File: src/jacobi_laplace_stencil_stream_unit_macros.svh
// Assertion macros for the Jacobi stencil stream unit.
// Used by the top level only; no other dependencies.
`ifndef JACOBI_LAPLACE_STENCIL_STREAM_UNIT_MACROS_SVH
`define JACOBI_LAPLACE_STENCIL_STREAM_UNIT_MACROS_SVH
`ifndef SYNTHESIS
// same-cycle implication
`define JLS_ASSERT_IMPLIES(label, clk, rst, ante, cons) \
   label: assert property (@(posedge clk) disable iff (rst) (ante) |-> (cons)) \
      else $error("jls: same-cycle check failed");
// next-cycle implication
`define JLS_ASSERT_NEXT(label, clk, rst, ante, cons) \
   label: assert property (@(posedge clk) disable iff (rst) (ante) |=> (cons)) \
      else $error("jls: next-cycle check failed");
`else
`define JLS_ASSERT_IMPLIES(label, clk, rst, ante, cons)
`define JLS_ASSERT_NEXT(label, clk, rst, ante, cons)
`endif
`endif

File: src/jls_pkg.sv
// Shared types and constants for the Jacobi stencil stream unit.
// No dependencies.
`timescale 1ns / 1ps
package jls_pkg;

   localparam int SAMPLE_W = 24;
   localparam int PEAK_W   = 23;
   localparam int CNT_W    = 12;
   localparam int SIZE_W   = 13;
   localparam int CSR_AW   = 3;
   localparam int CSR_DW   = 32;

   localparam logic [PEAK_W-1:0] PEAK_MAX   = 23'h7FFFFF;
   localparam logic [SIZE_W-1:0] SIZE_MIN   = 13'd3;
   localparam logic [SIZE_W-1:0] SIZE_RESET = 13'd4096;
   localparam logic [SIZE_W-1:0] ROW_LIMIT  = 13'd4096;

   // register index, taken from paddr[2]
   localparam logic REG_GRID_COLS = 1'b0;
   localparam logic REG_GRID_ROWS = 1'b1;

   typedef struct packed {
      logic [SIZE_W-1:0] cols;
      logic [SIZE_W-1:0] rows;
   } geom_type;

   typedef struct packed {
      logic signed [SAMPLE_W-1:0] left;
      logic signed [SAMPLE_W-1:0] right;
      logic signed [SAMPLE_W-1:0] up;
      logic signed [SAMPLE_W-1:0] centre;
      logic                       produce;
      logic                       last;
      logic                       clear;
   } window_type;

   typedef struct packed {
      logic s1_valid;
      logic s1_produce;
   } core_status_type;

endpackage

File: src/jls_csr.sv
// Configuration registers (APB-style) with size clamping.
// Depends on jls_pkg.
`timescale 1ns / 1ps
module jls_csr #(
   parameter int MAX_COLS = 4096
) (
   input  logic                          clock,
   input  logic                          reset,
   input  logic                          csr_psel,
   input  logic                          csr_penable,
   input  logic                          csr_pwrite,
   input  logic [jls_pkg::CSR_AW-1:0]    csr_paddr,
   input  logic [jls_pkg::CSR_DW-1:0]    csr_pwdata,
   output logic [jls_pkg::CSR_DW-1:0]    csr_prdata,
   output logic                          csr_pready,
   output jls_pkg::geom_type             geom
);
   import jls_pkg::*;

   logic [SIZE_W-1:0] cols_ff, cols_in;
   logic [SIZE_W-1:0] rows_ff, rows_in;
   logic              wr_en;
   logic              reg_sel;

   assign wr_en   = csr_psel && csr_penable && csr_pwrite;
   assign reg_sel = csr_paddr[2];

   always_comb begin
      cols_in = cols_ff;
      rows_in = rows_ff;
      if (wr_en) begin
         case (reg_sel)
            REG_GRID_COLS: cols_in = csr_pwdata[SIZE_W-1:0];
            REG_GRID_ROWS: rows_in = csr_pwdata[SIZE_W-1:0];
            default:       cols_in = cols_ff;
         endcase
      end
   end

   always_ff @(posedge clock) begin
      if (reset) begin
         cols_ff <= SIZE_RESET;
         rows_ff <= SIZE_RESET;
      end else begin
         cols_ff <= cols_in;
         rows_ff <= rows_in;
      end
   end

   always_comb begin
      case (reg_sel)
         REG_GRID_COLS: csr_prdata = CSR_DW'(cols_ff);
         REG_GRID_ROWS: csr_prdata = CSR_DW'(rows_ff);
         default:       csr_prdata = '0;
      endcase
   end

   assign csr_pready = 1'b1;

   // clamp to the supported geometry
   always_comb begin
      if (cols_ff < SIZE_MIN)
         geom.cols = SIZE_MIN;
      else if (32'(cols_ff) > MAX_COLS)
         geom.cols = SIZE_W'(MAX_COLS);
      else
         geom.cols = cols_ff;

      if (rows_ff < SIZE_MIN)
         geom.rows = SIZE_MIN;
      else if (rows_ff > ROW_LIMIT)
         geom.rows = ROW_LIMIT;
      else
         geom.rows = rows_ff;
   end

endmodule

File: config.mk
export PLATFORM = sky130hd
export DESIGN_NAME = jls_csr
export DESIGN_NICKNAME = d
export VERILOG_FILES = /design/src/jacobi_laplace_stencil_stream_unit_macros.svh /design/src/jls_pkg.sv /design/src/jls_csr.sv
export SDC_FILE = /design/constraint.sdc
export NUM_CORES = 1
export LEC_CHECK = 0
export ABC_AREA = 1
export BUFFER_PORTS_ARGS = -buffer_cell sky130_fd_sc_hd__buf_2
export CAP_MARGIN = 20
export CORE_MARGIN = 4
export CORE_UTILIZATION = 44
export CTS_CLUSTER_SIZE = 12
export DETAILED_ROUTE_END_ITERATION = 8
export PLACE_DENSITY = 0.89
export SLEW_MARGIN = 20
export SYNTH_ARGS = -nofsm -noshare
export SYNTH_HDL_FRONTEND = slang
export SYNTH_SLANG_ARGS = --single-unit
File: constraint.sdc
create_clock -name clock -period 1.4 [get_ports clock]
set_clock_uncertainty 0.2 [all_clocks]
set_input_delay 0.21 -clock clock [delete_from_list [all_inputs] [get_ports clock]]
set_output_delay 0.21 -clock clock [all_outputs]
set_load 0.005 [all_outputs]
Word level (Yosys, flattened, before mapping)
Index checks and enable logic that the tools add are counted.

word-level totals
  memories = 0
  bits in latches = 0
  memory bits (read-only) = 0
  RAM bits = 0
  logic and storage cells = 16
  bits in registers = 26

cells by class
  mux-type cells = 5
  add/subtract/negate cells = 0
  divide/modulo/power cells = 0
  shifts and indexed selects = 0
  bitwise logic cells = 1
  order comparisons = 4
  multiply operators = 0
  eq/ne operators = 0
  reductions and logical operators = 4

operators by type and width
  kind                    number
  $pmux W32 S2            1
  $mux W13                4
  $gt A13 B13 Y1 const B  2
  $lt A13 B2 Y1 const B   2
  $reduce_and A2 Y1       2
  $logic_and A1 B1 Y1     2
  $not A1 Y1              1

Logic depth before layout (Yosys ltp)
  depth in word-level cells = 3
  gate-level depth with buffers = 7
  mapped depth without buffers = 7

Worst setup path after synthesis
No wires, ideal clock.

  kind = flip-flop to output port
  from = reg rows_ff[3]
  to = out geom[10] (netlist name)
  path buffers = 1
  slack = 0.069 ns
  required time = 0.990 ns
  cell stages (with the launch flop) = 7
  arrival time = 0.921 ns
  cell sequence = dfxtp_1 -> nor2_1 -> nand2_1 -> nor2_2 -> nand2_2 -> buf_6 -> a21boi_2

RTL lines
  element                   RTL line       source
  start: declaration        jls_csr.sv:21  logic [SIZE_W-1:0] rows_ff, rows_in;
  start signal: assignment  jls_csr.sv:46  rows_ff <= rows_in;
  end: declaration          jls_csr.sv:16  output jls_pkg::geom_type geom

==> results.py <==
metrics = {
    "place": {
        "pre_cts_slack_ns": -0.137,
        "dp_hpwl_um": 3680,
        "portBuffers": 57,
        "gp_congestion": 0.833,
    },
    "clock_tree": {
        "cts_buffer_depth": 2,
        "h-tree-depth": 1,
        "clk_pin_slew_ns": 0.09,
        "cts_root_buf": "clkbuf_8",
        "clock_latency_ns": 0.28,
        "tritoncts": "built",
        "cts_inserted_buffers": 3,
        "cts.sinks": 26,
    },
    "global_route": {
        "grt_pass1_wl_um": 8090,
        "met1_usage": 0.246,
        "grt-busiest-layer": "met2",
        "antenna_found_initial": 0,
        "grt_max_degree": 27,
        "met3_usage": 0.0398,
        "grt_pass1_vias": 1739,
        "met2_usage": 0.345,
        "grt_util_all_layers": 0.199,
        "grt_overflow_total": 0,
    },
    "cells_and_area": {
        "drive_above_1_share": 0.669,
        "antenna_cells": 0,
        "final_util": 0.703,
        "area_growth_pct": 51.5,
        "nFillCells": 281,
        "fin_nets": 364,
    },
    "floorplan": {
        "die_h_um": 70.8,
        "core_um2": 3740,
        "num_rows": 22,
        "initial_core_util": 0.464,
        "io_pins": 99,
        "dieArea_um2": 5020,
        "die_x_um": 70.8,
    },
    "critical_path": {
        "arrival_ns": 1.49,
        "cp_top_family": "simple AND/OR/NAND/NOR gates",
        "worstPathCellList": "inv_2, nand2_1, nor2_2, nand2_2, nand2_4, inv_8, nor2_2, buf_2",
        "cp.buffers_inverters": 3,
        "critPathSlowestCell": "dfxtp_2",
        "rrSetupSlack_ns": 0.20,
        "r2r_start": "cols_ff[1]$_SDFFE_PP0P_",
        "critical_path_required_ns": 0.99,
        "startpoint_type": "flip-flop",
        "cpMostUsedCell": "nor2_2",
        "worstSetupStartpoint": "cols_ff[10]$_SDFFE_PP0P_",
        "crit_fanout": 5,
        "crit_type": "flip-flop to output pin",
        "worst_setup_path_end_kind": "output pin",
        "max_stage_delay_ns": 0.34,
    },
    "job": {
        "cap_violations": 0,
    },
    "route": {
        "antenna_left": 0,
        "drtPass1Iterations": 4,
        "drc": 0,
        "vias_per_cell": 5.26,
        "vias": 1953,
        "drtIter0Drc": 114,
        "drt-total-wl_um": 6270,
        "wl_per_cell_um": 16.9,
    },
    "outcome": {
        "violations": "hold timing, setup timing",
        "outcome": "finished, violations left",
    },
    "sta": {
        "rsz0062_at_grt": "yes",
        "period_minus_slack_ns": 1.90,
        "setup_viol": 36,
        "post-route-period-util": 1.36,
        "hold_viol_final": 2,
        "slew_violations": 0,
        "fmax_mhz": 526,
        "tns_ns": -10.96,
        "hold_ws_ns": -0.00500,
        "finalWorstSetupSlack_ns": -0.502,
    },
    "logic_synthesis": {
        "ys_ff_latch": 26,
        "avgSynthCellArea_um2": 7.62,
        "syn-cell-area_um2": 1740,
        "syn-instance-count": 228,
        "yosysSeqAreaShare": 0.300,
        "synth_cell_types": 26,
        "synth_warnings": 0,
    },
    "hold_path": {
        "hold_class": "primary input to flip-flop",
        "min_from": "csr_pwdata[5]",
    },
    "power": {
        "ir_drop_mv": 0.511,
        "powerDensity_nw_per_um2": 715,
        "power.leakage_nw": 1.31,
    },
}
sequential cells by signal (all words and copies together), names as in the netlist:
name,flops
cols_ff,13
rows_ff,13
worst min-delay path: stages:
cell and delay [ns]:
buf_2 0.09, inv_1 0.08, a21oi_2 0.06
cells in the mapped netlist, drive strengths merged:
cell type	count	area, um2
o21ai	39	236
buf	31	262
inv	31	119
nand2	30	115
a21oi	26	183
dfxtp	26	521
nor2	23	121
a21boi	9	101
nand3	4	32.5
clkbuf	2	7.51
conb	2	7.51
nor3	2	10.0
o211ai	2	15.0
or2	1	6.26
layout by cell type (no fill, tap or decap), types with 12 or more instances in the layout:
cell,synthesis,layout
buf_2,3,57
buf_4,23,24
o21ai_2,11,22
nand2_1,29,21
conb_1,2,20
dfxtp_2,0,18
inv_1,29,17
a21oi_2,14,14
o21ai_0,26,13
a21oi_1,12,12
buf_6,3,12
where the power goes:
group	total [W]	internal, W	switching [W]	leakage (nW)
combinational	0.000594	0.000240	0.000354	1.06
sequential	0.000788	0.000765	0.0000233	0.220
clock	0.000500	0.000252	0.000248	0.0288
total	0.00188	0.00126	0.000625	1.31
logic make-up (layout without fill, tap and decap cells):
logic type	count (synthesis)	count (layout)	synth area share
buffers and inverters	64	140	0.223
other	2	20	0.00432
AOI/OAI and AO/OA	76	76	0.308
and+or+nand+nor	60	61	0.164
DFF	26	26	0.300
layer usage:
metal  share of wire  vias up
met5               0        -
met4           0.040        0
met3           0.094       30
met2            0.49      126
met1            0.37      913
li1                -      884
per-stage QoR:
stage | std cells | instance area [um2] | total power (W) | hold WS, ns
final | 371 | 2630 | 0.00188 | -0.00500
after detailed placement | 358 | 2240 | 0.00122 | 0.241
after global placement | 358 | 2240 | 0.00121 | 0.242
after global routing | 371 | 2630 | 0.00195 | 0.00254
after CTS | 370 | 2480 | 0.00175 | 0.00178
after floorplan | 246 | 1800 | 0.00109 | 0.110
layout make-up:
type / instances / area, um2 / area share
Timing Repair Buffer: 104 / 766 / 0.291
Inverter: 31 / 134 / 0.0509
Clock buffer: 4 / 55.1 / 0.0209
Tap cell: 48 / 60.1 / 0.0228
Timing Repair inverter: 1 / 6.26 / 0.00238
Multi-Input combinational cell: 157 / 1060 / 0.401
Sequential cell: 26 / 554 / 0.211
timing repair:
item | 4_1_cts | 5_1_grt
setup buffers | 6 | 4
pin swaps | 10 | 18
setup endpoints to repair | 38 | 38
hold buffers | 5 | 0
hold endpoints to repair | 5 | 0
resized for setup | 61 | 60
cloned | 1 | 1
path summary, 6_finish.rpt:
check                             end  cells after the start
min reg2reg  rows_ff[12]$_SDFFE_PP1P_                      2
max reg2reg   cols_ff[1]$_SDFFE_PP0P_                      3
min           rows_ff[5]$_SDFFE_PP0P_                      3
max                          geom[23]                      8
(Power assumes the default switching activity.)
