File: src/jacobi_laplace_stencil_stream_unit_macros.svh
// Assertion macros for the Jacobi stencil stream unit.
// Used by the top level only; no other dependencies.
`ifndef JACOBI_LAPLACE_STENCIL_STREAM_UNIT_MACROS_SVH
`define JACOBI_LAPLACE_STENCIL_STREAM_UNIT_MACROS_SVH
`ifndef SYNTHESIS
// same-cycle implication
`define JLS_ASSERT_IMPLIES(label, clk, rst, ante, cons) \
   label: assert property (@(posedge clk) disable iff (rst) (ante) |-> (cons)) \
      else $error("jls: same-cycle check failed");
// next-cycle implication
`define JLS_ASSERT_NEXT(label, clk, rst, ante, cons) \
   label: assert property (@(posedge clk) disable iff (rst) (ante) |=> (cons)) \
      else $error("jls: next-cycle check failed");
`else
`define JLS_ASSERT_IMPLIES(label, clk, rst, ante, cons)
`define JLS_ASSERT_NEXT(label, clk, rst, ante, cons)
`endif
`endif

File: src/jls_pkg.sv
// Shared types and constants for the Jacobi stencil stream unit.
// No dependencies.
`timescale 1ns / 1ps
package jls_pkg;

   localparam int SAMPLE_W = 24;
   localparam int PEAK_W   = 23;
   localparam int CNT_W    = 12;
   localparam int SIZE_W   = 13;
   localparam int CSR_AW   = 3;
   localparam int CSR_DW   = 32;

   localparam logic [PEAK_W-1:0] PEAK_MAX   = 23'h7FFFFF;
   localparam logic [SIZE_W-1:0] SIZE_MIN   = 13'd3;
   localparam logic [SIZE_W-1:0] SIZE_RESET = 13'd4096;
   localparam logic [SIZE_W-1:0] ROW_LIMIT  = 13'd4096;

   // register index, taken from paddr[2]
   localparam logic REG_GRID_COLS = 1'b0;
   localparam logic REG_GRID_ROWS = 1'b1;

   typedef struct packed {
      logic [SIZE_W-1:0] cols;
      logic [SIZE_W-1:0] rows;
   } geom_type;

   typedef struct packed {
      logic signed [SAMPLE_W-1:0] left;
      logic signed [SAMPLE_W-1:0] right;
      logic signed [SAMPLE_W-1:0] up;
      logic signed [SAMPLE_W-1:0] centre;
      logic                       produce;
      logic                       last;
      logic                       clear;
   } window_type;

   typedef struct packed {
      logic s1_valid;
      logic s1_produce;
   } core_status_type;

endpackage

File: src/jls_stencil_core.sv
// Two-stage stencil datapath: neighbour average, then change magnitude,
// running peak and output register. Depends on jls_pkg.
`timescale 1ns / 1ps
module jls_stencil_core (
   input  logic                                  clock,
   input  logic                                  reset,
   input  logic                                  req_valid,
   output logic                                  req_ready,
   input  logic signed [jls_pkg::SAMPLE_W-1:0]   sample,
   input  jls_pkg::window_type                   window,
   output logic                                  accept,
   output logic                                  rsp_valid,
   input  logic                                  rsp_ready,
   output logic signed [jls_pkg::SAMPLE_W-1:0]   rsp_new_value,
   output logic [jls_pkg::PEAK_W-1:0]            rsp_max_change,
   output logic                                  rsp_last_point,
   output jls_pkg::core_status_type              status
);
   import jls_pkg::*;

   // stage 1
   logic                s1_valid_ff, s1_valid_in;
   logic                s1_produce_ff, s1_last_ff, s1_clear_ff;
   logic [SAMPLE_W-1:0] s1_avg_ff, s1_centre_ff;
   // stage 2 / output
   logic                rsp_valid_ff, rsp_valid_in;
   logic [SAMPLE_W-1:0] rsp_value_ff;
   logic [PEAK_W-1:0]   rsp_peak_ff;
   logic                rsp_last_ff;
   logic [PEAK_W-1:0]   peak_ff, peak_in;

   logic                load_s1, advance;
   logic [SAMPLE_W+1:0] sum;
   logic [SAMPLE_W:0]   diff, mag;
   logic [PEAK_W-1:0]   sat, base_peak, new_peak;

   assign advance   = s1_valid_ff && (!s1_produce_ff || !rsp_valid_ff || rsp_ready);
   assign req_ready = !s1_valid_ff || advance;
   assign accept    = req_valid && req_ready;
   assign load_s1   = accept && (window.produce || window.clear);

   // floor average of the four neighbours
   assign sum = {{2{window.left[SAMPLE_W-1]}},  window.left}
              + {{2{window.right[SAMPLE_W-1]}}, window.right}
              + {{2{window.up[SAMPLE_W-1]}},    window.up}
              + {{2{sample[SAMPLE_W-1]}},       sample};

   assign s1_valid_in = load_s1 ? 1'b1 : (advance ? 1'b0 : s1_valid_ff);

   always_ff @(posedge clock) begin
      if (reset) begin
         s1_valid_ff <= 1'b0;
      end else begin
         s1_valid_ff <= s1_valid_in;
      end
   end

   always_ff @(posedge clock) begin
      if (load_s1) begin
         s1_produce_ff <= window.produce;
         s1_last_ff    <= window.last;
         s1_clear_ff   <= window.clear;
         s1_avg_ff     <= sum[SAMPLE_W+1:2];
         s1_centre_ff  <= window.centre;
      end
   end

   // |new - old|, saturated, folded into the sweep peak
   assign diff = {s1_avg_ff[SAMPLE_W-1], s1_avg_ff}
               - {s1_centre_ff[SAMPLE_W-1], s1_centre_ff};
   assign mag  = diff[SAMPLE_W] ? (~diff + (SAMPLE_W+1)'(1)) : diff;
   assign sat  = (mag > (SAMPLE_W+1)'(PEAK_MAX)) ? PEAK_MAX : mag[PEAK_W-1:0];
   assign base_peak = s1_clear_ff ? '0 : peak_ff;
   assign new_peak  = (sat > base_peak) ? sat : base_peak;

   assign peak_in = advance ? (s1_produce_ff ? new_peak : '0) : peak_ff;
   assign rsp_valid_in = (advance && s1_produce_ff) ? 1'b1
                       : ((rsp_valid_ff && rsp_ready) ? 1'b0 : rsp_valid_ff);

   always_ff @(posedge clock) begin
      if (reset) begin
         peak_ff      <= '0;
         rsp_valid_ff <= 1'b0;
      end else begin
         peak_ff      <= peak_in;
         rsp_valid_ff <= rsp_valid_in;
      end
   end

   always_ff @(posedge clock) begin
      if (advance && s1_produce_ff) begin
         rsp_value_ff <= s1_avg_ff;
         rsp_peak_ff  <= new_peak;
         rsp_last_ff  <= s1_last_ff;
      end
   end

   assign rsp_valid      = rsp_valid_ff;
   assign rsp_new_value  = rsp_value_ff;
   assign rsp_max_change = rsp_peak_ff;
   assign rsp_last_point = rsp_last_ff;

   assign status.s1_valid   = s1_valid_ff;
   assign status.s1_produce = s1_produce_ff;

endmodule

File: config.mk
export PLATFORM = sky130hd
export DESIGN_NAME = jls_stencil_core
export DESIGN_NICKNAME = d
export VERILOG_FILES = /design/src/jacobi_laplace_stencil_stream_unit_macros.svh /design/src/jls_pkg.sv /design/src/jls_stencil_core.sv
export SDC_FILE = /design/constraint.sdc
export NUM_CORES = 1
export LEC_CHECK = 0
export ABC_AREA = 1
export BUFFER_PORTS_ARGS = -buffer_cell sky130_fd_sc_hd__clkbuf_2
export CORE_ASPECT_RATIO = 1.1
export CORE_MARGIN = 2
export CORE_UTILIZATION = 25
export CTS_CLUSTER_DIAMETER = 50
export DETAILED_ROUTE_END_ITERATION = 16
export HOLD_SLACK_MARGIN = 0.12
export SYNTH_ARGS = -nofsm -noshare
export SYNTH_HDL_FRONTEND = slang
export SYNTH_SLANG_ARGS = --single-unit
File: constraint.sdc
create_clock -name clock -period 6.6 [get_ports clock]
set_input_delay 0.33 -clock clock [delete_from_list [all_inputs] [get_ports clock]]
set_output_delay 0.33 -clock clock [all_outputs]
set_load 0.02 [all_outputs]
Word-level counts from Yosys, hierarchy flattened
Cells that the tools add are included.
{"block": "word_totals", "in_bits": 127, "ff_bits": 124}
{"block": "op_classes", "mux": 9, "addsub": 5, "reduce_logical": 14, "n_bitwise": 1, "n_lt_le_gt_ge": 2}
{"op": "two-way mux 23 bit", "count": 4}
{"op": "adder 25 x 24 -> 26 bit", "count": 1}
{"op": "adder 26 bit", "count": 1}
{"op": "adder 24 x 24 -> 25 bit", "count": 1}
{"op": "adder 25 x 1 -> 25 bit, second input constant", "count": 1}
{"op": "> comparator 25 x 23 -> 1 bit, second input constant", "count": 1}
{"op": "two-way mux 25 bit", "count": 1}
{"op": "NOT 25 bit", "count": 1}
{"op": "subtractor 24 x 24 -> 25 bit", "count": 1}
{"op": "> comparator 23 bit", "count": 1}
{"op": "logical AND 1 bit", "count": 5}
{"op": "logical OR 1 bit", "count": 4}
{"op": "two-way mux 1 bit", "count": 4}
{"op": "nonzero test 2 bit", "count": 2}
{"op": "logical NOT 1 bit", "count": 3}

Logic depth before layout (Yosys ltp)
Gate-level depths: netlist (run 1).
{"block": "depth", "word_depth": 9, "mapped_depth": 36}

Worst setup path after synthesis (run 1)
OpenSTA, ideal clock, no wires.
{"block": "synth_timing", "kind": "reg-to-reg", "start": "register s1_avg_ff[0]", "end": "register rsp_peak_ff[16] (netlist: rsp_max_change[16]) (data pin)", "t_required_ns": 6.331, "path_stages_with_launch": 32, "path_buffers": 2, "slack_ns": 2.302, "arrival_ns": 4.029, "path_cell_list": "edfxtp_1 inv_1 ha_1 fa_1 inv_1 nand3_1 nand2_1 nand2_1 nand2_1 nand2_1 nand2_1 nand4_2 nor2_4 nand3_2 nand2_4 nand2_2 nand2_4 buf_6 nand4_2 ha_1 nand2_1 nor2_1 a211oi_1 o21ai_0 a21oi_1 nor2_1 o211ai_1 nand3_1 nand2_1 clkbuf_1 nand2_1 a21boi_0"}
{"block": "synth_between", "elab_chain_cells": 8}
{"item": "from (decl)", "line": "jls_stencil_core.sv:24", "source": "logic [SAMPLE_W-1:0] s1_avg_ff, s1_centre_ff;"}
{"item": "from (signal assigned)", "line": "jls_stencil_core.sv:63", "source": "s1_avg_ff <= sum[SAMPLE_W+1:2];"}
{"item": "subtractor 24 x 24 -> 25 bit (*)", "line": "jls_stencil_core.sv:70", "source": "- {s1_centre_ff[SAMPLE_W-1], s1_centre_ff};"}
{"item": "NOT 25 bit", "line": "jls_stencil_core.sv:71", "source": "assign mag = diff[SAMPLE_W] ? (~diff + (SAMPLE_W+1)'(1)) : diff;"}
{"item": "adder 25 x 1 -> 25 bit", "line": "jls_stencil_core.sv:71"}
{"item": "two-way mux 25 bit (*)", "line": "jls_stencil_core.sv:71"}
{"item": "> comparator 25 x 23 -> 1 bit", "line": "jls_stencil_core.sv:72", "source": "assign sat = (mag > (SAMPLE_W+1)'(PEAK_MAX)) ? PEAK_MAX : mag[PEAK_W-1:0];"}
{"item": "two-way mux 23 bit (*)", "line": "jls_stencil_core.sv:72"}
{"item": "> comparator 23 bit", "line": "jls_stencil_core.sv:74", "source": "assign new_peak = (sat > base_peak) ? sat : base_peak;"}
{"item": "two-way mux 23 bit (*)", "line": "jls_stencil_core.sv:74"}
{"item": "net new_peak[16]", "line": "jls_stencil_core.sv:35", "source": "logic [PEAK_W-1:0] sat, base_peak, new_peak;"}
{"item": "to (signal assigned)", "line": "jls_stencil_core.sv:93", "source": "rsp_peak_ff <= new_peak;"}
{"item": "to (decl)", "line": "jls_stencil_core.sv:28", "source": "logic [PEAK_W-1:0] rsp_peak_ff;"}
The timed path passes the listed nets; every way through them passes the cells marked *.
A chain may end at the register's enable or synchronous reset.

Final worst setup path (run 1)
{"block": "layout_timing", "start": "register s1_avg_ff[0]", "end": "register peak_ff[2]"}
{"block": "layout_between", "elab_chain_cells": 9}
{"item": "subtractor 24 x 24 -> 25 bit (*)", "line": "jls_stencil_core.sv:70"}
{"item": "NOT 25 bit", "line": "jls_stencil_core.sv:71"}
{"item": "adder 25 x 1 -> 25 bit", "line": "jls_stencil_core.sv:71"}
{"item": "two-way mux 25 bit (*)", "line": "jls_stencil_core.sv:71"}
{"item": "> comparator 25 x 23 -> 1 bit", "line": "jls_stencil_core.sv:72"}
{"item": "two-way mux 23 bit (*)", "line": "jls_stencil_core.sv:72"}
{"item": "> comparator 23 bit", "line": "jls_stencil_core.sv:74"}
{"item": "two-way mux 23 bit (*)", "line": "jls_stencil_core.sv:74"}
{"item": "net new_peak[2]", "line": "jls_stencil_core.sv:35"}
{"item": "two-way mux 23 bit (*)", "line": "jls_stencil_core.sv:76", "source": "assign peak_in = advance ? (s1_produce_ff ? new_peak : '0) : peak_ff;"}
{"item": "to (signal assigned)", "line": "jls_stencil_core.sv:85", "source": "peak_ff <= peak_in;"}
{"item": "to (decl)", "line": "jls_stencil_core.sv:30", "source": "logic [PEAK_W-1:0] peak_ff, peak_in;"}
Marked as above.

==> summary.md, run 1 <==
| Metric | Value |
|---|---|
| WHS Path Cells | `4` |
| Synth Cell Area | `9910 sq um` |
| Die X | `194 microns` |
| Final Critical Period | `5350 ps` |
| Worst reg2reg path startpoint | `s1_avg_ff[0]$_DFFE_PP_` |
| Synthesized Nets | `1424` |
| CTS buffer count | `17` |
| Max-slew headroom | `34.8%` |
| Crit Path Category | `reg -> reg` |
| Status | `finished clean` |
| #FFs+latches synth | `124` |
| RSZ-0062 raised after global routing | `no` |
| Vias in the first global route | `just over 8000` |
| Detailed-route DRC error count | `0` |
| Pin count of the biggest net entering global routing | `55` |
| Fmax | `187 MHz` |
| GR Util met3 | `under 10%` |
| Critical Path Most Common Cell | `nand2_1` |
| Clock H-tree levels | `4` |
| DR vias | `slightly above 8000` |
| Fraction of layout cells with a size suffix above 1 | `22.6%` |
| GRT Max-Usage Layer | `met2` |
| Setup crit start kind | `flop` |
| Die Ht | `213 microns` |
| CTS tree | `yes` |
| Arrival time of the worst setup path | `5690 ps` |
| Num ports | `180` |
| Gp weighted congestion | `0.843` |
| M2 GR Usage | `22.2%` |
| Pwr Density | `457 nW/um^2` |
| Tot GR Track Use | `12.7%` |
| Final Skew | `between 10 and 15 ps` |
| Core footprint | `about 39000 sq um` |
| Final HPWL DP | `20800 microns` |
| Max-Cap Viols | `0` |
| First-pass GRT wire length | `41700 microns` |
| WP data required | `6940 ps` |
| CTS max path bufs | `2` |
| Clock slew at the register clock pins of the worst setup and hold paths | `70 ps` |
| DR pass1 iterations | `4` |
| Most common cell in the netlist | `nand2_1` |
| CP peak stage delay | `470 ps` |
| Reg2reg end | `peak_ff[2]$_SDFFE_PP0P_` |
| Reg2reg path depth | `31` |
| Nets | `1632` |
| # diodes | `0` |
| Setup Total Neg Slack | `0 ps` |
| Sink Count | `124` |
| Clock Latency Late Sink | `420 ps` |
| Least-Margin Pin Slew | `975 ps` |
| Final Cycle Share | `81.1%` |
| Initial antenna violation count | `0` |
| Final Hold Fails | `0` |
| Crit path max-delay cell type | `nor4_1` |
| Drt first-iter violations | `slightly below 400` |
| Sequential share of the synthesized area | `35.1%` |
| Leakage power | `0.00556 uW` |
| Max IR drop VDD | `0.226 mV` |
| Initial core utilization | `25.3%` |
| Layout area overhead | `24.0%` |
| Vias per cell | `4.37` |
| Worst R2R Setup Slack | `1250 ps` |
| Final Setup Violations | `0` |
| HP Class | `in -> reg` |
| Placed inst area | `11400 sq um` |
| Top delay family on crit path | `simple AND/OR/NAND/NOR gates` |
| Hold Startpoint | `rsp_ready` |
| Hold Path Sink | `rsp_valid$_SDFFE_PP0P_` |
| Die ar. | `~41000 sq um` |
| Critical path endpoint category | `flop` |
| PortBufs | `~180` |
| WL final | `between 20000 and 30000 microns` |
| Place WS | `about 1200 ps` |
| Syn Inst Count | `1176` |
| Final worst setup slack | `between 1000 and 1500 ps` |
| Total grt overflow | `0` |
| Grt met1 use | `16.1%` |
| Yosys warnings | `0` |
| Mean post-synth cell area | `8.43 sq um` |
| EDFF count, synth | `99` |
| Post-CTS resize count | `0` |
| Top_reg_cell synth | `edfxtp_1` |
| Synth top area cells | `edfxtp_1 (30%), nand2_1 (13%), fa_1 (10%)` |
| Final Slew Violations | `0` |
| Stages on worst setup path | `31` |
| Cell taking the most area after synthesis | `edfxtp_1` |
| CTS root buffer | `clkbuf_16` |
| Top-area cell type share of the netlist area | `30.0%` |
| Cell variety after synth | `46` |
| CP max FO | `20` |
| Post-synth top cells | `nand2_1 (344), inv_1 (133), edfxtp_1 (99)` |
| Bufs and invs on worst path | `6` |
| Row cnt | `76` |
| WL/cell | `13.5 microns` |
| Post-route cell area | `12300 sq um` |
| Count of antenna-violating nets left after detailed routing | `0` |
| Post-synth ARST share | `0%` |
[layout by cell type, fill, tap and decap left out, drive strengths merged, types with 5 or more instances in the layout]
cell type,instances
inv,149
dfxtp,25
xor2,25
nand2,383
nand4,40
clkbuf,202
a21oi,73
fa,50
nand3b,12
ha,71
a21boi,7
nand3,76
edfxtp,99
dlygate4sd3,27
buf,5
a31oi,5
o21ai,21
nor2,79
xnor2,12
nor3,6
[report_power, final]
part | total [uW] | switching [uW] | internal (uW)
logic | 3370 | 2200 | 1170
registers | 1210 | 76.6 | 1130
clock network | 1030 | 372 | 661
total | 5620 | 2650 | 2970
[stage by stage]
stage	hold slack, ps	cells	utilization, %	total power [uW]
3_5_place_dp	406	1845	29.0	4590
5_1_grt	313	1904	31.4	6170
3_3_place_gp	403	1845	29.0	4540
2_1_floorplan	392	1176	-	3780
4_1_cts	266	1904	31.4	5660
6_report	294	1904	31.4	5620
[flip-flops by register name, indices dropped and copies added, names as in the netlist, 23 cells and up]
name            cells
rsp_new_value      24
s1_avg_ff          24
s1_centre_ff       24
peak_ff            23
rsp_max_change     23
[worst max-delay path by stage]
| stage | from | to | slack [ps] |
|---|---|---|---|
| floorplan | s1_avg_ff[0]$_DFFE_PP_ | rsp_max_change[16]$_DFFE_PP_ | 2300 |
| global placement | s1_avg_ff[0]$_DFFE_PP_ | peak_ff[2]$_SDFFE_PP0P_ | 1310 |
| detailed placement | s1_avg_ff[0]$_DFFE_PP_ | peak_ff[2]$_SDFFE_PP0P_ | 1210 |
| CTS | s1_avg_ff[0]$_DFFE_PP_ | peak_ff[2]$_SDFFE_PP0P_ | 1180 |
| global route | s1_avg_ff[0]$_DFFE_PP_ | peak_ff[10]$_SDFFE_PP0P_ | 470 |
| finish | s1_avg_ff[0]$_DFFE_PP_ | peak_ff[2]$_SDFFE_PP0P_ | 1250 |
[layout make-up]
type,instances,area (sq um)
Tap cell,507,634
Clock buffer,23,543
Timing Repair Buffer,211,1200
Inverter,148,556
Sequential cell,124,3470
Fill cell,4210,26900
Multi-Input combinational cell,882,5760
Clock inverter,9,116
[worst reg2reg max path, delay by kind of cell, from the launching register on]
kind | cells | cell delay [ps]
buf+inv | 6 | 810
simple gates | 20 | 2860
compound gates | 2 | 310
fa+ha+maj | 3 | 960
flops | 1 | 350
[metal layers]
layer / wire [microns] / up-vias / share of wire (%)
met5: 0 / - / 0
met4: 213 / 0 / 0.83
met3: 1160 / 14 / 4.5
met2: 12400 / 181 / 48
met1: 11900 / 3806 / 46
li1: - / 4315 / -
[logic make-up (layout without fill, tap and decap cells)]
group                    count (synthesis)  in the layout  share of synthesized area (%)
AND/OR/NAND/NOR                        604            604                           28.5
buffers and inverters                  170            391                           6.88
flip-flops                             124            124                           35.1
adder cells (fa/ha/maj)                121            121                           19.1
AO/OA/AOI/OAI                          120            120                           7.18
XOR/XNOR                                37             37                           3.27
[timing repair]
action | in CTS | in global routing
setup buffers | 0 | 0
setup endpoints to repair | 0 | 0
hold buffers | 27 | 0
endpoints found under the hold margin | 27 | 0
Power figures use the tool's default switching activity.
==> run 2, diff against run 1 <==
--- a/config.mk
+++ b/config.mk
@@ -5,7 +5,7 @@
 export SDC_FILE = /design/constraint.sdc
 export NUM_CORES = 1
 export LEC_CHECK = 0
-export ABC_AREA = 1
+export ABC_AREA = 0
 export BUFFER_PORTS_ARGS = -buffer_cell sky130_fd_sc_hd__clkbuf_2
 export CORE_ASPECT_RATIO = 1.1
 export CORE_MARGIN = 2
==> constraint.sdc (replaced) <==
create_clock -name clock -period 5.53 [get_ports clock]
set_input_delay 0.2765 -clock clock [delete_from_list [all_inputs] [get_ports clock]]
set_output_delay 0.2765 -clock clock [all_outputs]
set_load 0.02 [all_outputs]
==> run 2 against run 1 <==
Against the previous run: the run now ends with setup timing left; clock skew down 1.6 ps; non-clock buffer count grew 169; final cell count is 10% lower; total power rose by 60%; wire length is 4.4% lower; sequential cell count is the same; cell area increased by 7.1%; setup slack lost 1900 ps; die area shrank 8.8%; register-to-register slack worse by 1900 ps; highest routed layer unchanged.
==> summary.md, run 2 <==
| Metric | Value |
|---|---|
| Synth Cell Area | `9020 sq um (was 9910 sq um)` |
| Sequential share of the synthesized area | `38.5% (was 35.1%)` |
| CTS buffer count | `17 (unchanged)` |
| Layout area overhead | `46.0% (was 24.0%)` |
| Placed inst area | `11600 sq um (was 11400 sq um)` |
| CTS root buffer | `clkbuf_16 (unchanged)` |
| Leakage power | `0.00554 uW (was 0.00556 uW)` |
| Yosys warnings | `0 (unchanged)` |
| Fill count | `3544 (was 4210)` |
| Final Slew Violations | `0 (unchanged)` |
| DR pass1 iterations | `4 (unchanged)` |
| Initial antenna violation count | `0 (unchanged)` |
| WL final | `24500 microns (was 25600 microns)` |
| # diodes | `0 (unchanged)` |
| EDFF count, synth | `99 (unchanged)` |
| HP Class | `in -> reg (unchanged)` |
| Sw Pwr | `3670 uW (was 2650 uW)` |
| WL/cell | `14.3 microns (was 13.5 microns)` |
| Final Hold Fails | `0 (unchanged)` |
| Clock slew at the register clock pins of the worst setup and hold paths | `60 ps (was 70 ps)` |
| Cell taking the most area after synthesis | `edfxtp_1 (unchanged)` |
| Placed cell count | `1622 (was 1845)` |
| CP max FO | `7 (was 20)` |
| Core footprint | `35300 sq um (was 39200 sq um)` |
| Least-Margin Pin Slew | `1140 ps (was 975 ps)` |
| Sink Count | `124 (unchanged)` |
| Pin count of the biggest net entering global routing | `52 (was 55)` |
| Mean post-synth cell area | `10.7 sq um (was 8.43 sq um)` |
| Synthesized Nets | `1088 (was 1424)` |
| WP data required | `5900 ps (was 6940 ps)` |
| Post-route insts no fill | `1708 (was 1904)` |
| Final Skew | `12.7 ps (was 14.4 ps)` |
| Clk pwr share | `11.8% (was 18.4%)` |
| Final worst setup slack | `-668 ps (was 1250 ps)` |
| Num ports | `180 (unchanged)` |
| Setup Total Neg Slack | `-27330 ps (was 0 ps)` |
| Arrival time of the worst setup path | `6570 ps (was 5690 ps)` |
| Die Ht | `203 microns (was 213 microns)` |
| PortBufs | `179 (unchanged)` |
| Tot GR Track Use | `13.4% (was 12.7%)` |
| Comb power frac | `71.8% (was 60.1%)` |
| Cell internal pwr | `5310 uW (was 2970 uW)` |
| Initial core utilization | `25.5% (was 25.3%)` |
| Critical path endpoint category | `flop (unchanged)` |
| First-pass GRT wire length | `39700 microns (was 41700 microns)` |
| CTS tree | `yes (unchanged)` |
| Final Setup Violations | `46 (was 0)` |
| Vias in the first global route | `7935 (was 8274)` |
| RSZ-0062 raised after global routing | `yes (was no)` |
| Post-synth ARST share | `0% (unchanged)` |
| Nets | `1463 (was 1632)` |
| Final Cycle Share | `112% (was 81.1%)` |
| Fraction of layout cells with a size suffix above 1 | `37.2% (was 22.6%)` |
| Fmax | `161 MHz (was 187 MHz)` |
| Post-synth top cells | `edfxtp_1 (99), a21oi_1 (72), ha_1 (71) (was nand2_1 (344), inv_1 (133), edfxtp_1 (99))` |
| Post-route cell area | `13200 sq um (was 12300 sq um)` |
| Max IR drop VDD | `0.374 mV (was 0.226 mV)` |
| Detailed-route DRC error count | `0 (unchanged)` |
| Pwr Density | `682 nW/um^2 (was 457 nW/um^2)` |
| Row cnt | `72 (was 76)` |
| Most common cell in the netlist | `edfxtp_1 (was nand2_1)` |
| Count of antenna-violating nets left after detailed routing | `0 (unchanged)` |
| DR vias | `7704 (was 8316)` |
| Max-slew headroom | `23.8% (was 34.8%)` |
| Clock H-tree levels | `4 (unchanged)` |
| #FFs+latches synth | `124 (unchanged)` |
| Max-Cap Viols | `0 (unchanged)` |
| Drt first-iter violations | `285 (was 396)` |
| Top-area cell type share of the netlist area | `33.0% (was 30.0%)` |
| Top_reg_cell synth | `edfxtp_1 (unchanged)` |
| Sw frac | `40.9% (was 47.2%)` |
| CTS max path bufs | `2 (unchanged)` |
| Final Critical Period | `6200 ps (was 5350 ps)` |
| Most common cell after layout, fill and taps aside | `clkbuf_2 (was nand2_1)` |
| Clock Latency Late Sink | `430 ps (was 420 ps)` |
| Fin util | `37.3% (was 31.4%)` |
| Crit Path Category | `reg -> reg (unchanged)` |
| Seq pwr share | `16.4% (was 21.5%)` |
| Synth top area cells | `edfxtp_1 (33%), fa_1 (11%), ha_1 (9.9%) (was edfxtp_1 (30%), nand2_1 (13%), fa_1 (10%))` |
| Die ar. | `37600 sq um (was 41200 sq um)` |
| Setup crit start kind | `flop (unchanged)` |
| Vias per cell | `4.51 (was 4.37)` |
| Total grt overflow | `0 (unchanged)` |
| Failing checks | `setup timing` |
| Most frequent cells in the layout | `clkbuf_2 (179), buf_4 (156), edfxtp_1 (99) (was nand2_1 (344), clkbuf_2 (179), inv_1 (133))` |
| Final HPWL DP | `19100 microns (was 20800 microns)` |
| Syn Inst Count | `840 (was 1176)` |
| Status | `finished, violations left (was finished clean)` |
| Gp weighted congestion | `0.803 (was 0.843)` |
| Die X | `185 microns (was 194 microns)` |
| Cell variety after synth | `76 (was 46)` |
run 2: cell type report:
type                    count  area [sq um]  share of cell area [%]
inverters                  48           188                    1.43
clock buffers              20           437                    3.32
clock inverters            11           103                   0.779
flip-flops and latches    124          3470                    26.4
repair buffers            380          2650                    20.1
well taps                 481           602                    4.57
multi-input cells         644          5710                    43.4
run 2: path summary, 6_finish.rpt:
path / from / endpoint / slack, ps / cells past startpoint
setup reg to reg: s1_avg_ff[1]$_DFFE_PP_ / peak_ff[4]$_SDFFE_PP0P_ / -670 / 25
hold reg to reg: s1_last_ff$_DFFE_PP_ / rsp_last_point$_DFFE_PP_ / 430 / 0
hold / removal: rsp_ready / rsp_valid$_SDFFE_PP0P_ / 160 / 3
setup / recovery: s1_avg_ff[1]$_DFFE_PP_ / peak_ff[4]$_SDFFE_PP0P_ / -670 / 25
run 2: logic make-up after synthesis:
logic type	synth area share, %
xor gates and xnor gates	5.34
and+or+nand+nor	13.5
adders and majority gates	21.0
muxes	0.611
DFF	38.5
AOI/OAI and AO/OA	17.8
buffers and inverters	3.22
run 2: layer usage:
| metal | track usage, % | vias up | part of all wire [%] |
|---|---|---|---|
| met5 | 0 | - | 0 |
| met4 | 3.85 | 0 | 1.3 |
| met3 | 2.75 | 19 | 3.8 |
| met2 | 23.3 | 142 | 51 |
| met1 | 16.6 | 3661 | 44 |
| li1 | - | 3882 | - |
run 2: power groups by stage:
stage | combinational [uW] | sequential [uW] | clock (uW)
2_1_floorplan | 3150 | 1530 | 0
3_3_place_gp | 5180 | 1490 | 0
3_5_place_dp | 5170 | 1490 | 0
4_1_cts | 5910 | 1480 | 1090
5_1_grt | 7090 | 1500 | 1130
6_report | 6450 | 1480 | 1060
run 2: worst max-delay path: stages (launching register included):
cell	delay [ps]
edfxtp_1	380
ha_1	320
nor2b_1	140
o2111a_1	250
o311a_1	380
a21o_1	220
mux2_4	320
a2111oi_4	300
and3_1	220
or4b_4	480
o311a_4	350
or3_4	370
ha_4	230
nor2b_4	120
o21a_1	170
o21a_1	170
o21a_1	160
o211ai_1	180
a21boi_1	110
o21a_1	230
o31ai_4	260
buf_6	150
nand3_4	60
a21oi_4	250
clkbuf_16	200
a22o_1	120
run 2: through the flow:
| step | hold slack (ps) | total power (uW) | worst slack [ps] |
|---|---|---|---|
| after floorplan | 375 | 4680 | -563 |
| after global placement | 403 | 6660 | -884 |
| after detailed placement | 418 | 6660 | -919 |
| after CTS | 134 | 8470 | -609 |
| after global routing | 147 | 9720 | -963 |
| final | 156 | 8980 | -668 |
run 2: timing repair:
action,in CTS,in global routing
endpoints found under the hold margin,27,0
setup buffers,14,11
hold buffers,27,0
gates cloned,2,2
endpoints found under the setup margin,46,46
resized for setup,38,42
pin swaps,15,6
==> run 3, diff against run 2 <==
--- a/config.mk
+++ b/config.mk
@@ -7,12 +7,12 @@
 export LEC_CHECK = 0
 export ABC_AREA = 0
 export BUFFER_PORTS_ARGS = -buffer_cell sky130_fd_sc_hd__clkbuf_2
-export CORE_ASPECT_RATIO = 1.1
+export CORE_ASPECT_RATIO = 1.5
 export CORE_MARGIN = 2
 export CORE_UTILIZATION = 25
 export CTS_CLUSTER_DIAMETER = 50
 export DETAILED_ROUTE_END_ITERATION = 16
-export HOLD_SLACK_MARGIN = 0.12
+export SKIP_CTS_REPAIR_TIMING = 1
 export SYNTH_ARGS = -nofsm -noshare
 export SYNTH_HDL_FRONTEND = slang
 export SYNTH_SLANG_ARGS = --single-unit
==> run 3 against run 2 <==
Against the previous run: the run still ends with setup timing left; worst hold slack worse by 140 ps; wire length increased by 0.59%; clock power up 6%; clock-buffer cell count did not move; combinational power decreased by 11%; die area hardly changed; global-route usage shrank 0.13 points; core utilization shrank 1.7 points; sequential power about the same; sequential share of layout area rose by 0.92 points; largest cell class unchanged; largest power group unchanged.
==> summary.md, run 3 (synthesized netlist as in run 2, its figures left out) <==
| Metric | Value |
|---|---|
| Max IR drop VDD | `0.328 mV (was 0.374 mV)` |
| Hold Path Sink | `s1_centre_ff[17]$_DFFE_PP_ (was rsp_valid$_SDFFE_PP0P_)` |
| Crit path max-delay cell type | `or4b_4 (unchanged)` |
| CTS buffer count | `17 (unchanged)` |
| Worst R2R Setup Slack | `-590 ps (was -670 ps)` |
| Clock Latency Late Sink | `450 ps (was 430 ps)` |
| Total grt overflow | `0 (unchanged)` |
| Most frequent cells in the layout | `clkbuf_2 (179), buf_4 (150), edfxtp_1 (99) (was clkbuf_2 (179), buf_4 (156), edfxtp_1 (99))` |
| Final Setup Violations | `46 (unchanged)` |
| WHS Path Cells | `1 (was 3)` |
| Leakage power | `0.00535 uW (was 0.00554 uW)` |
| Sink Count | `124 (unchanged)` |
| Gp weighted congestion | `0.827 (was 0.803)` |
| Fraction of layout cells with a size suffix above 1 | `36.3% (was 37.2%)` |
| Fill count | `3693 (was 3544)` |
| CP max FO | `6 (was 7)` |
| Most common cell after layout, fill and taps aside | `clkbuf_2 (unchanged)` |
| Arrival time of the worst setup path | `6440 ps (was 6570 ps)` |
| Pwr Density | `654 nW/um^2 (was 682 nW/um^2)` |
| Num ports | `180 (unchanged)` |
| DR vias | `7582 (was 7704)` |
| Final Total Pwr | `8320 uW (was 8980 uW)` |
| Max-Cap Viols | `0 (unchanged)` |
| Layout area overhead | `41.1% (was 46.0%)` |
| Clock H-tree levels | `4 (unchanged)` |
| Fmax | `163 MHz (was 161 MHz)` |
| Core footprint | `35700 sq um (was 35300 sq um)` |
| Detailed-route DRC error count | `0 (unchanged)` |
| DR pass1 iterations | `4 (unchanged)` |
| Final worst setup slack | `-594 ps (was -668 ps)` |
| Fin util | `35.6% (was 37.3%)` |
| CTS root buffer | `clkbuf_16 (unchanged)` |
| Clock slew at the register clock pins of the worst setup and hold paths | `50 ps (was 60 ps)` |
| Pin count of the biggest net entering global routing | `52 (unchanged)` |
| Die ar. | `37600 sq um (about the same)` |
| First-pass GRT wire length | `39100 microns (was 39700 microns)` |
| WL final | `24600 microns (was 24500 microns)` |
| RSZ-0062 raised after global routing | `yes (unchanged)` |
| Tot GR Track Use | `13.2% (was 13.4%)` |
| CP startpoint | `s1_avg_ff[4]$_DFFE_PP_ (was s1_avg_ff[1]$_DFFE_PP_)` |
| CP peak stage delay | `470 ps (was 480 ps)` |
| Final Slew Violations | `0 (unchanged)` |
| Row cnt | `85 (was 72)` |
| Vias per cell | `4.53 (was 4.51)` |
| Initial core utilization | `25.2% (was 25.5%)` |
| Die Ht | `237 microns (was 203 microns)` |
| Die X | `159 microns (was 185 microns)` |
| Setup crit start kind | `flop (unchanged)` |
| WP data required | `5840 ps (was 5900 ps)` |
| Max-slew headroom | `54.2% (was 23.8%)` |
| Place WS | `-773 ps (was -919 ps)` |
| Initial antenna violation count | `0 (unchanged)` |
| Failing checks | `setup timing (unchanged)` |
| Final Critical Period | `6120 ps (was 6200 ps)` |
| Critical path endpoint category | `flop (unchanged)` |
| Nets | `1432 (was 1463)` |
| Critical Path Most Common Cell | `o21a_1 (unchanged)` |
| Count of antenna-violating nets left after detailed routing | `0 (unchanged)` |
| Vias in the first global route | `7753 (was 7935)` |
| Final Skew | `10.9 ps (was 12.7 ps)` |
| CTS max path bufs | `2 (unchanged)` |
| Crit Path Category | `reg -> reg (unchanged)` |
| Worst reg2reg path startpoint | `s1_avg_ff[4]$_DFFE_PP_ (was s1_avg_ff[1]$_DFFE_PP_)` |
| Least-Margin Pin Slew | `687 ps (was 1140 ps)` |
| Reg2reg end | `peak_ff[16]$_SDFFE_PP0P_ (was peak_ff[4]$_SDFFE_PP0P_)` |
| Final Cycle Share | `111% (was 112%)` |
| Reg2reg path depth | `25 (unchanged)` |
| PortBufs | `179 (unchanged)` |
| Hold Startpoint | `window[20] (was rsp_ready)` |
| Status | `finished, violations left (unchanged)` |
| CTS tree | `yes (unchanged)` |
| Drt first-iter violations | `243 (was 285)` |
| HP Class | `in -> reg (unchanged)` |
| Final Hold Fails | `0 (unchanged)` |
| Final HPWL DP | `19900 microns (was 19100 microns)` |
| WL/cell | `14.7 microns (was 14.3 microns)` |
| # diodes | `0 (unchanged)` |
-- run 3: cell count changes in the layout (fill, tap and decap cells not counted), moves of 6 or more --
| cell | before | now |
|---|---|---|
| nor4_4 | 8 | 0 |
| a21oi_2 | 14 | 6 |
| nor4_1 | 3 | 14 |
| buf_4 | 156 | 150 |
| a21oi_1 | 56 | 66 |
| dlygate4sd3_1 | 27 | 11 |
-- run 3: cell type report --
type	instances	area, sq um	area share, %
Multi-Input combinational cell	644	5580	43.9
Sequential cell	124	3470	27.3
Timing Repair Buffer	349	2300	18.1
Tap cell	478	598	4.70
Clock buffer	20	437	3.43
Inverter	48	185	1.46
Clock inverter	12	148	1.16
-- run 3: worst max-delay path by stage --
stage	cells after the start	endpoint
after floorplan	25	rsp_max_change[1]$_DFFE_PP_
after global placement	25	rsp_max_change[2]$_DFFE_PP_
after detailed placement	26	peak_ff[16]$_SDFFE_PP0P_
after CTS	26	peak_ff[19]$_SDFFE_PP0P_
after global routing	25	peak_ff[16]$_SDFFE_PP0P_
final	25	peak_ff[16]$_SDFFE_PP0P_
-- run 3: per-layer routing --
layer	part of all wire [%]	track usage, %	vias to the layer above
met5	0	0	-
met4	2.5	5.90	0
met3	3.3	2.64	37
met2	55	25.2	149
met1	39	14.0	3580
li1	-	-	3816
-- run 3: report_power, final --
group | internal (uW) | leakage (uW) | switching (uW) | total, uW
clock | 702 | 0.000277 | 418 | 1120
sequential | 1390 | 0.00113 | 94.4 | 1480
combinational | 2880 | 0.00395 | 2840 | 5720
-- run 3: critical path: cells and delay by family (launching register included) --
kind / cells / cell delay, ps
AO/OA/AOI/OAI: 14 / 3000
AND/OR/NAND/NOR: 6 / 1370
adder cells (fa/ha/maj): 2 / 500
flip-flops: 1 / 430
buffers and inverters: 2 / 360
multiplexers: 1 / 320
-- run 3: metrics by stage --
stage | cells | area (sq um) | hold WS (ps) | TNS, ps
after global placement | 1625 | 11700 | 403 | -28180
after detailed placement | 1625 | 11700 | 435 | -32150
after CTS | 1657 | 12200 | -24.4 | -33430
after floorplan | 840 | 9140 | 375 | -23160
final | 1675 | 12700 | 12.4 | -23520
after global routing | 1675 | 12700 | -1.21 | -32640
